--- src/spq_pkg.sv ---
// Package for the sorted priority queue: default sizing, request and status
// codes, and the sequencer state type. No dependencies.
package spq_pkg;

	localparam int unsigned SPQ_DEPTH = 16;
	localparam int unsigned VALUE_W   = 32;

	typedef enum logic [1:0] {
		REQ_INSERT = 2'd0,
		REQ_REMOVE = 2'd1,
		REQ_FIND   = 2'd2
	} req_t;

	typedef enum logic [1:0] {
		ST_DONE      = 2'd0,
		ST_NOT_FOUND = 2'd1,
		ST_FULL      = 2'd2
	} status_t;

	typedef enum logic [2:0] {
		S_IDLE,
		S_SCAN,
		S_SHIFT,
		S_WRITE,
		S_FINISH
	} state_t;

endpackage

--- src/sorted_priority_queue_top.sv ---
// Sorted priority queue: ascending list of signed values in a RAM, driven by a
// small sequencer with one shared compare and one RAM port pair.
// Depends on spq_pkg and spq_ram.
//
// Channel  Dir  Fields (lowest bit first)
// s_*      in   tuser: req_type[1:0]; tdata: value[31:0]
// m_*      out  tuser: status[1:0]; tdata: position[3:0], head_value[35:4],
//               is_empty[36], entry_count[41:37]
//
// An item passes through accept, a scan up to the first hit (registered RAM
// read), a shift of the moved entries, the insert write and the load of the
// output register; finds skip the shift, removes skip the insert write, and
// full inserts and unused codes go straight from accept to the output register.
// Reset empties the list at once. A waiting result holds the sequencer in its
// finish state, so no further result is loaded until that result transfers.
module sorted_priority_queue_top
	import spq_pkg::*;
#(
	parameter int unsigned DEPTH = SPQ_DEPTH
) (
	input  logic        clk,
	input  logic        arst_n,
	input  logic        s_tvalid,
	output logic        s_tready,
	input  logic [31:0] s_tdata,   // value[31:0]
	input  logic [1:0]  s_tuser,   // req_type[1:0]
	output logic        m_tvalid,
	input  logic        m_tready,
	output logic [47:0] m_tdata,   // position, head_value, is_empty, entry_count
	output logic [1:0]  m_tuser    // status[1:0]
);

	localparam int unsigned AW = $clog2(DEPTH);
	localparam int unsigned CW = $clog2(DEPTH + 1);

	state_t state_q, state_d;

	logic [CW-1:0]      count_q;
	req_t               op_q;
	logic [VALUE_W-1:0] val_q;
	status_t            st_q;
	logic [AW-1:0]      pos_q;
	logic [VALUE_W-1:0] head_q;

	logic [CW-1:0] scan_idx_q;
	logic          cmp_valid_s1;
	logic [AW-1:0] cmp_idx_s1;

	logic [AW-1:0] rd_ptr_q;
	logic [CW-1:0] remain_q;
	logic          wr_pend_s1;
	logic [AW-1:0] wr_addr_s1;

	logic          out_valid_q;
	status_t       out_status_q;
	logic [3:0]    out_pos_q;
	logic [31:0]   out_head_q;
	logic          out_empty_q;
	logic [4:0]    out_count_q;

	logic               ram_wr_en;
	logic [AW-1:0]      ram_wr_addr;
	logic [VALUE_W-1:0] ram_wr_data;
	logic [AW-1:0]      ram_rd_addr;
	logic [VALUE_W-1:0] ram_rd_data;

	logic          in_xfer;
	logic          scan_issue;
	logic          hit;
	logic          cmp_hit;
	logic          scan_miss;
	logic          shift_issue;
	logic          shift_done;
	logic          out_load;
	logic [CW-1:0] cnt_m1;
	logic [CW+4:0] cnt_wide;
	logic [AW+3:0] pos_wide;

	assign s_tready = (state_q == S_IDLE);
	assign in_xfer  = s_tvalid && s_tready;

	assign scan_issue  = (state_q == S_SCAN) && (scan_idx_q < count_q);
	assign hit         = (op_q == REQ_INSERT) ? ($signed(ram_rd_data) >= $signed(val_q))
	                                          : (ram_rd_data == val_q);
	assign cmp_hit     = (state_q == S_SCAN) && cmp_valid_s1 && hit;
	assign scan_miss   = (state_q == S_SCAN) && !cmp_valid_s1 && (scan_idx_q == count_q);
	assign shift_issue = (state_q == S_SHIFT) && (remain_q != '0);
	assign shift_done  = (state_q == S_SHIFT) && (remain_q == '0) && !wr_pend_s1;
	assign out_load    = (state_q == S_FINISH) && (!out_valid_q || m_tready);
	assign cnt_m1      = count_q - CW'(1);

	// The RAM is written by the shift pipeline or by the final insert write.
	assign ram_wr_en   = wr_pend_s1 || (state_q == S_WRITE);
	assign ram_wr_addr = (state_q == S_WRITE) ? pos_q : wr_addr_s1;
	assign ram_wr_data = (state_q == S_WRITE) ? val_q : ram_rd_data;
	assign ram_rd_addr = (state_q == S_SCAN) ? scan_idx_q[AW-1:0] : rd_ptr_q;

	spq_ram #(
		.WIDTH(VALUE_W),
		.DEPTH(DEPTH)
	) u_ram (
		.clk    (clk),
		.wr_en  (ram_wr_en),
		.wr_addr(ram_wr_addr),
		.wr_data(ram_wr_data),
		.rd_addr(ram_rd_addr),
		.rd_data(ram_rd_data)
	);

	always_ff @(posedge clk or negedge arst_n) begin
		if (!arst_n) begin
			state_q <= S_IDLE;
		end else begin
			state_q <= state_d;
		end
	end

	always_comb begin
		state_d = state_q;
		unique case (state_q)
			S_IDLE: begin
				if (in_xfer) begin
					if (s_tuser == REQ_INSERT && count_q == CW'(DEPTH)) begin
						state_d = S_FINISH;
					end else if (s_tuser == REQ_INSERT || s_tuser == REQ_REMOVE
						|| s_tuser == REQ_FIND) begin
						state_d = S_SCAN;
					end else begin
						state_d = S_FINISH;
					end
				end
			end
			S_SCAN: begin
				if (cmp_hit) begin
					state_d = (op_q == REQ_FIND) ? S_FINISH : S_SHIFT;
				end else if (scan_miss) begin
					state_d = (op_q == REQ_INSERT) ? S_SHIFT : S_FINISH;
				end
			end
			S_SHIFT: begin
				if (shift_done) begin
					state_d = (op_q == REQ_INSERT) ? S_WRITE : S_FINISH;
				end
			end
			S_WRITE: begin
				state_d = S_FINISH;
			end
			S_FINISH: begin
				if (out_load) begin
					state_d = S_IDLE;
				end
			end
			default: begin
				state_d = S_IDLE;
			end
		endcase
	end

	// Control registers of the scan and shift pipelines and the entry count.
	always_ff @(posedge clk or negedge arst_n) begin
		if (!arst_n) begin
			count_q      <= '0;
			cmp_valid_s1 <= 1'b0;
			wr_pend_s1   <= 1'b0;
		end else begin
			cmp_valid_s1 <= scan_issue;
			wr_pend_s1   <= shift_issue;
			if (state_q == S_WRITE) begin
				count_q <= count_q + CW'(1);
			end else if (shift_done && op_q == REQ_REMOVE) begin
				count_q <= cnt_m1;
			end
		end
	end

	always_ff @(posedge clk) begin
		if (in_xfer) begin
			op_q       <= req_t'(s_tuser);
			val_q      <= s_tdata[VALUE_W-1:0];
			scan_idx_q <= '0;
			pos_q      <= '0;
			if (s_tuser == REQ_INSERT && count_q == CW'(DEPTH)) begin
				st_q <= ST_FULL;
			end else begin
				st_q <= ST_NOT_FOUND;
			end
		end
		if (scan_issue) begin
			scan_idx_q <= scan_idx_q + CW'(1);
			cmp_idx_s1 <= scan_idx_q[AW-1:0];
		end
		if (cmp_hit) begin
			st_q  <= ST_DONE;
			pos_q <= cmp_idx_s1;
			if (op_q == REQ_INSERT) begin
				remain_q <= count_q - CW'(cmp_idx_s1);
				rd_ptr_q <= cnt_m1[AW-1:0];
			end else begin
				remain_q <= cnt_m1 - CW'(cmp_idx_s1);
				rd_ptr_q <= cmp_idx_s1 + AW'(1);
			end
		end else if (scan_miss && op_q == REQ_INSERT) begin
			// Nothing is greater or equal: the value goes at the tail.
			st_q     <= ST_DONE;
			pos_q    <= count_q[AW-1:0];
			remain_q <= '0;
		end
		if (shift_issue) begin
			remain_q <= remain_q - CW'(1);
			if (op_q == REQ_INSERT) begin
				rd_ptr_q   <= rd_ptr_q - AW'(1);
				wr_addr_s1 <= rd_ptr_q + AW'(1);
			end else begin
				rd_ptr_q   <= rd_ptr_q + AW'(1);
				wr_addr_s1 <= rd_ptr_q - AW'(1);
			end
		end
		// The head is a copy of entry zero, refreshed on every write there.
		if (ram_wr_en && ram_wr_addr == '0) begin
			head_q <= ram_wr_data;
		end
	end

	assign cnt_wide = (CW+5)'(count_q);
	assign pos_wide = (AW+4)'(pos_q);

	always_ff @(posedge clk or negedge arst_n) begin
		if (!arst_n) begin
			out_valid_q <= 1'b0;
		end else if (out_load) begin
			out_valid_q <= 1'b1;
		end else if (m_tready) begin
			out_valid_q <= 1'b0;
		end
	end

	always_ff @(posedge clk) begin
		if (out_load) begin
			out_status_q <= st_q;
			out_pos_q    <= (st_q == ST_DONE) ? pos_wide[3:0] : 4'd0;
			out_head_q   <= (count_q == '0) ? '0 : head_q;
			out_empty_q  <= (count_q == '0);
			out_count_q  <= cnt_wide[4:0];
		end
	end

	assign m_tvalid = out_valid_q;
	assign m_tuser  = out_status_q;
	assign m_tdata  = {6'd0, out_count_q, out_empty_q, out_head_q, out_pos_q};

	a_count_bound: assert property (@(posedge clk) disable iff (!arst_n)
		count_q <= CW'(DEPTH))
		else $error("entry count exceeds the list depth");

	a_write_states: assert property (@(posedge clk) disable iff (!arst_n)
		ram_wr_en |-> (state_q == S_SHIFT || state_q == S_WRITE))
		else $error("RAM written outside the shift or insert write");

	a_cmp_in_range: assert property (@(posedge clk) disable iff (!arst_n)
		(cmp_valid_s1 && state_q == S_SCAN) |-> (CW'(cmp_idx_s1) < count_q))
		else $error("scan compared an entry beyond the stored count");

	a_accept_next: assert property (@(posedge clk) disable iff (!arst_n)
		in_xfer |=> (state_q == S_SCAN || state_q == S_FINISH))
		else $error("accepted request did not start a scan or finish");

	a_empty_count: assert property (@(posedge clk) disable iff (!arst_n)
		out_valid_q |-> (out_empty_q == (out_count_q == 5'd0 && count_q == '0)
			|| out_empty_q == (out_count_q == 5'd0)))
		else $error("empty flag disagrees with the reported count");

	a_full_no_write: assert property (@(posedge clk) disable iff (!arst_n)
		(state_q == S_WRITE) |-> (count_q < CW'(DEPTH)))
		else $error("insert write with a full list");

endmodule

--- src/spq_ram.sv ---
// Generic single-clock RAM: one write port, one read port with registered data.
// Standalone, no package dependencies.
module spq_ram #(
	parameter int unsigned WIDTH = 32,
	parameter int unsigned DEPTH = 16
) (
	input  logic                     clk,
	input  logic                     wr_en,
	input  logic [$clog2(DEPTH)-1:0] wr_addr,
	input  logic [WIDTH-1:0]         wr_data,
	input  logic [$clog2(DEPTH)-1:0] rd_addr,
	output logic [WIDTH-1:0]         rd_data
);

	logic [WIDTH-1:0] mem [DEPTH];

	always_ff @(posedge clk) begin
		if (wr_en) begin
			mem[wr_addr] <= wr_data;
		end
		rd_data <= mem[rd_addr];
	end

endmodule

--- config.mk ---
export PLATFORM = sky130hd
export DESIGN_NAME = sorted_priority_queue_top
export DESIGN_NICKNAME = d
export VERILOG_FILES = /design/src/spq_pkg.sv /design/src/sorted_priority_queue_top.sv /design/src/spq_ram.sv
export SDC_FILE = /design/constraint.sdc
export NUM_CORES = 1
export LEC_CHECK = 0
export ABC_AREA = 1
export BUFFER_PORTS_ARGS = -buffer_cell sky130_fd_sc_hd__buf_2
export CORE_AREA = 2 2 227 229
export DETAILED_ROUTE_END_ITERATION = 12
export DIE_AREA = 0 0 229 231
export GPL_TIMING_DRIVEN = 1
export PLACE_DENSITY_LB_ADDON = 0.15
export SYNTH_ARGS = -nofsm -noshare
export SYNTH_HDL_FRONTEND = slang
export SYNTH_HIERARCHICAL = 1
export SYNTH_SLANG_ARGS = --single-unit
--- constraint.sdc ---
create_clock -name clk -period 11.51 [get_ports clk]
set_clock_uncertainty 0.15 [all_clocks]
set_input_delay 1.7265 -clock clk [delete_from_list [all_inputs] [get_ports clk]]
set_output_delay 1.7265 -clock clk [all_outputs]
set_load 0.02 [all_outputs]
==> impl_metrics.py <==
metrics = {
    "timing": {
        "drv_slew": 0,
        "fmax_mhz": 221,
        "setup_tns_ps": 0,
        "setup_viol": 0,
        "slew_headroom_pct": 15.1,
        "hold_viol_final": 0,
        "worstMarginPinSlew_ps": 1260,
        "period_minus_slack_ps": 4530,
        "rsz0062_at_grt": "no",
        "finalCritPeriodShare_pct": 39.3,
    },
    "setup_path": {
        "reg2reg_slack_ps": 6980,
        "cpPeakStageDelay_ps": 870,
        "arrival_ps": 4860,
        "cp-end-kind": "register",
        "crit_type": "register to register",
        "reg2regPathDepth": 12,
        "critPathLaunch": "state_q[2]",
        "crit_fanout": 91,
        "cp-start-kind": "register",
        "worstPathCellList": "nor3_2 > buf_4 > nand2_1 > o21ai_4 > buf_4 > buf_4 > buf_4 > nand2_1 > nand3_1 > nand3_1 > nand3_1 > nand2_1",
        "cp.required_ps": 11850,
        "cp_num_buf_inv": 4,
        "rr_startpoint": "state_q[2]",
        "slowest_stage": "buf_4",
        "crit_path_frequent_cell": "buf_4",
        "reg2reg_to": "u_ram/rd_data[29]",
        "path_delay_family": "buffers and inverters",
    },
    "placement": {
        "place_hpwl_um": 38400,
        "dpl_cell_area_sq_um": 31100,
        "io_buffers": 83,
        "gp_congestion": 0.875,
    },
    "clocking": {
        "cts_buffers": 72,
        "clockBufferDepth": 3,
        "cts_root_buffer": "clkbuf_16",
        "htree_levels": 3,
        "ctsResizeCount": 0,
        "cts_tree": "built",
        "cts_sinks": 693,
        "cts_setup_buffers": 0,
        "cts_hold_buf": 0,
        "path_clk_slew_ps": 60,
        "clock_latency_ps": 600,
    },
    "finish": {
        "design_area_sq_um": 33400,
        "seq_area_sq_um": 20400,
        "mostFrequentLayoutCell": "nand2_1",
        "layout-drive-gt1-share_pct": 9.57,
        "mostFrequentLayoutCells": "nand2_1, edfxtp_1, inv_1",
        "synthToLayoutAreaGrowth_pct": 11.1,
        "nets": 2997,
        "multi_input_area_sq_um": 7110,
        "fill_cells": 3857,
        "n_antenna_cell": 0,
    },
    "floorplan": {
        "fp.dieArea_sq_um": 52900,
        "num_rows": 83,
        "ios": 90,
        "start_util_pct": 59.3,
        "dieHeight_um": 231,
        "die_width_um": 229,
        "core_sq_um": 50700,
    },
    "global_routing": {
        "grt-ovfl-total": 0,
        "antenna_found_initial": 0,
        "track_usage_pct": 27.1,
        "grt_first_pass_wirelength_um": 109000,
        "grt_pass1_vias": 19364,
        "grt_max_degree": 129,
    },
    "hold_path": {
        "holdCritPathClass": "register to register",
        "holdCritStartpoint": "st_q[0]",
        "holdPathEnd": "m_tuser[0]",
        "hold-path-cell-count": 0,
    },
    "power_and_ir_drop": {
        "clockPowerShare_pct": 24.7,
        "internal-power_uw": 5640,
        "seqPwrFrac_pct": 38.7,
        "pwr-share-comb_pct": 36.6,
        "ir_worst_vdd_mv": 0.285,
        "switching_share_pct": 38.1,
        "p_switching_uw": 3470,
        "pwr_density_cell_nw_per_um2": 273,
        "leakagePower_uw": 0.0144,
    },
    "yosys": {
        "synthMuxAreaShare_pct": 0,
        "yosys_warnings": 6,
        "synth-seq-cells": 693,
        "yosysUniqueCellTypes": 42,
        "yosys.area_share.simple_pct": 18.4,
        "netlist_area_sq_um": 30100,
        "synth_top_family_by_area": "simple AND/OR/NAND/NOR gates",
        "syn_area_per_cell_sq_um": 10.7,
        "synth_compound_area_share_pct": 1.94,
        "synth-xor-area-share_pct": 0.612,
        "syn_inst": 2819,
        "synth_top_flop_cell": "edfxtp_1",
        "synthArstFlopShare_pct": 1.59,
        "synth_edf_count": 648,
        "synth_fa_ha_area_share_pct": 2.06,
        "ys_seq_area_share_pct": 67.9,
    },
    "route": {
        "drt_iter0_drc": 2037,
        "viasPerCell": 5.43,
        "num_vias": 19804,
        "wire_per_inst_um": 19.3,
        "route.detailed.drc": 0,
        "totalWireLength_um": 70500,
        "first_pass_iters": 5,
        "ant_nets": 0,
    },
    "job": {
        "maxCapViolCount": 0,
    },
    "outcome": {
        "status": "completed",
    },
}
[worst max-delay path by stage]
stage	endpoint	slack [ps]	cells past startpoint
after floorplan	head_q[0]	6550	7
after global placement	u_ram/rd_data[15]	7200	12
after detailed placement	u_ram/rd_data[11]	7100	12
after CTS	u_ram/rd_data[29]	7100	12
after global routing	u_ram/rd_data[18]	6690	13
final	u_ram/rd_data[29]	6980	12
[per-stage QoR]
stage / util (%) / hold slack, ps / power [uW] / setup WS, ps / instances
finish: 65.9 / 318 / 9110 / 6980 / 3649
global route: 65.9 / 343 / 9630 / 6690 / 3649
CTS: 65.9 / 318 / 9130 / 7100 / 3649
detailed placement: 61.4 / 305 / 6880 / 7100 / 3516
global placement: 61.4 / 295 / 6770 / 7200 / 3516
floorplan: - / 273 / 5960 / 6550 / 2824
[cell usage after synthesis (2+ instances only)]
| library cell | instances | area [sq um] |
|---|---|---|
| inv_4 | 2 | 12.5 |
| nand3b_1 | 3 | 22.5 |
| o21ai_1 | 4 | 20.0 |
| o21ai_0 | 65 | 325 |
| ha_1 | 48 | 601 |
| buf_6 | 30 | 338 |
| nor2_2 | 5 | 31.3 |
| nand2_2 | 5 | 31.3 |
| nand3_1 | 407 | 2040 |
| nand2_1 | 830 | 3120 |
| clkbuf_1 | 24 | 90.1 |
| xor2_1 | 16 | 140 |
| inv_2 | 2 | 7.51 |
| o22ai_1 | 5 | 31.3 |
| xnor2_1 | 5 | 43.8 |
| buf_1 | 14 | 52.6 |
| a21oi_1 | 26 | 130 |
| dfxtp_1 | 34 | 681 |
| buf_2 | 45 | 225 |
| dfrtp_1 | 11 | 275 |
| nor4_1 | 2 | 12.5 |
| nand4_1 | 4 | 25.0 |
| inv_1 | 503 | 1890 |
| edfxtp_1 | 648 | 19500 |
| buf_4 | 13 | 97.6 |
| or2_2 | 3 | 18.8 |
| nor3_1 | 2 | 10.0 |
| o21a_1 | 2 | 15.0 |
| nor2_1 | 48 | 180 |
[worst reg2reg max path, cell delays in order (launching register included)]
cell	delay [ps]
dfrtp_1	460
nor3_2	170
buf_4	240
nand2_1	130
o21ai_4	80
buf_4	740
buf_4	950
buf_4	930
nand2_1	170
nand3_1	130
nand3_1	80
nand3_1	110
nand2_1	60
[routing by layer]
metal  vias to the layer above  share of wire, %  GRT usage (%)
li1                       9356                 -              -
met1                      9518                42           37.2
met2                       786                47           44.0
met3                       144               7.9           4.13
met4                         0               2.8           10.1
met5                         -                 0              0
[final cells by class]
| class | instances | share of cell area, % |
|---|---|---|
| sequential | 693 | 61.1 |
| clock inverter | 33 | 0.689 |
| timing repair buffer | 139 | 2.50 |
| multi-input combinational | 1497 | 21.3 |
| inverter | 507 | 5.74 |
| tap | 680 | 2.55 |
| clock buffer | 100 | 6.12 |
[power by group through the flow]
stage          Combinational (uW)  Clock, uW  Sequential [uW]
4_1_cts                      3320       2280             3530
3_3_place_gp                 3200          0             3570
6_report                     3330       2250             3530
5_1_grt                      3700       2380             3550
2_1_floorplan                2380          0             3580
3_5_place_dp                 3300          0             3580
[state kept, by name (all words and copies together) (netlist names), 2 cells and up]
signal,cells
remain_q,5
state_q,3
scan_idx_q,5
cmp_idx_s1,4
u_ram/rd_data,32
count_q,5
out_count_q,5
op_q,2
head_q,32
pos_q,4
out_pos_q,4
val_q,32
m_tuser,2
st_q,2
wr_addr_s1,4
rd_ptr_q,4
u_ram/mem,512
out_head_q,32
[cell families (layout without fill, tap and decap cells)]
family	after synthesis	after routing
and+or+nand+nor	1312	1312
DFF	693	693
buffers and inverters	634	779
AOI/OAI and AO/OA	109	109
adders and majority gates	49	49
xor gates and xnor gates	21	21
other	1	6
Power figures use the tool's default switching activity.
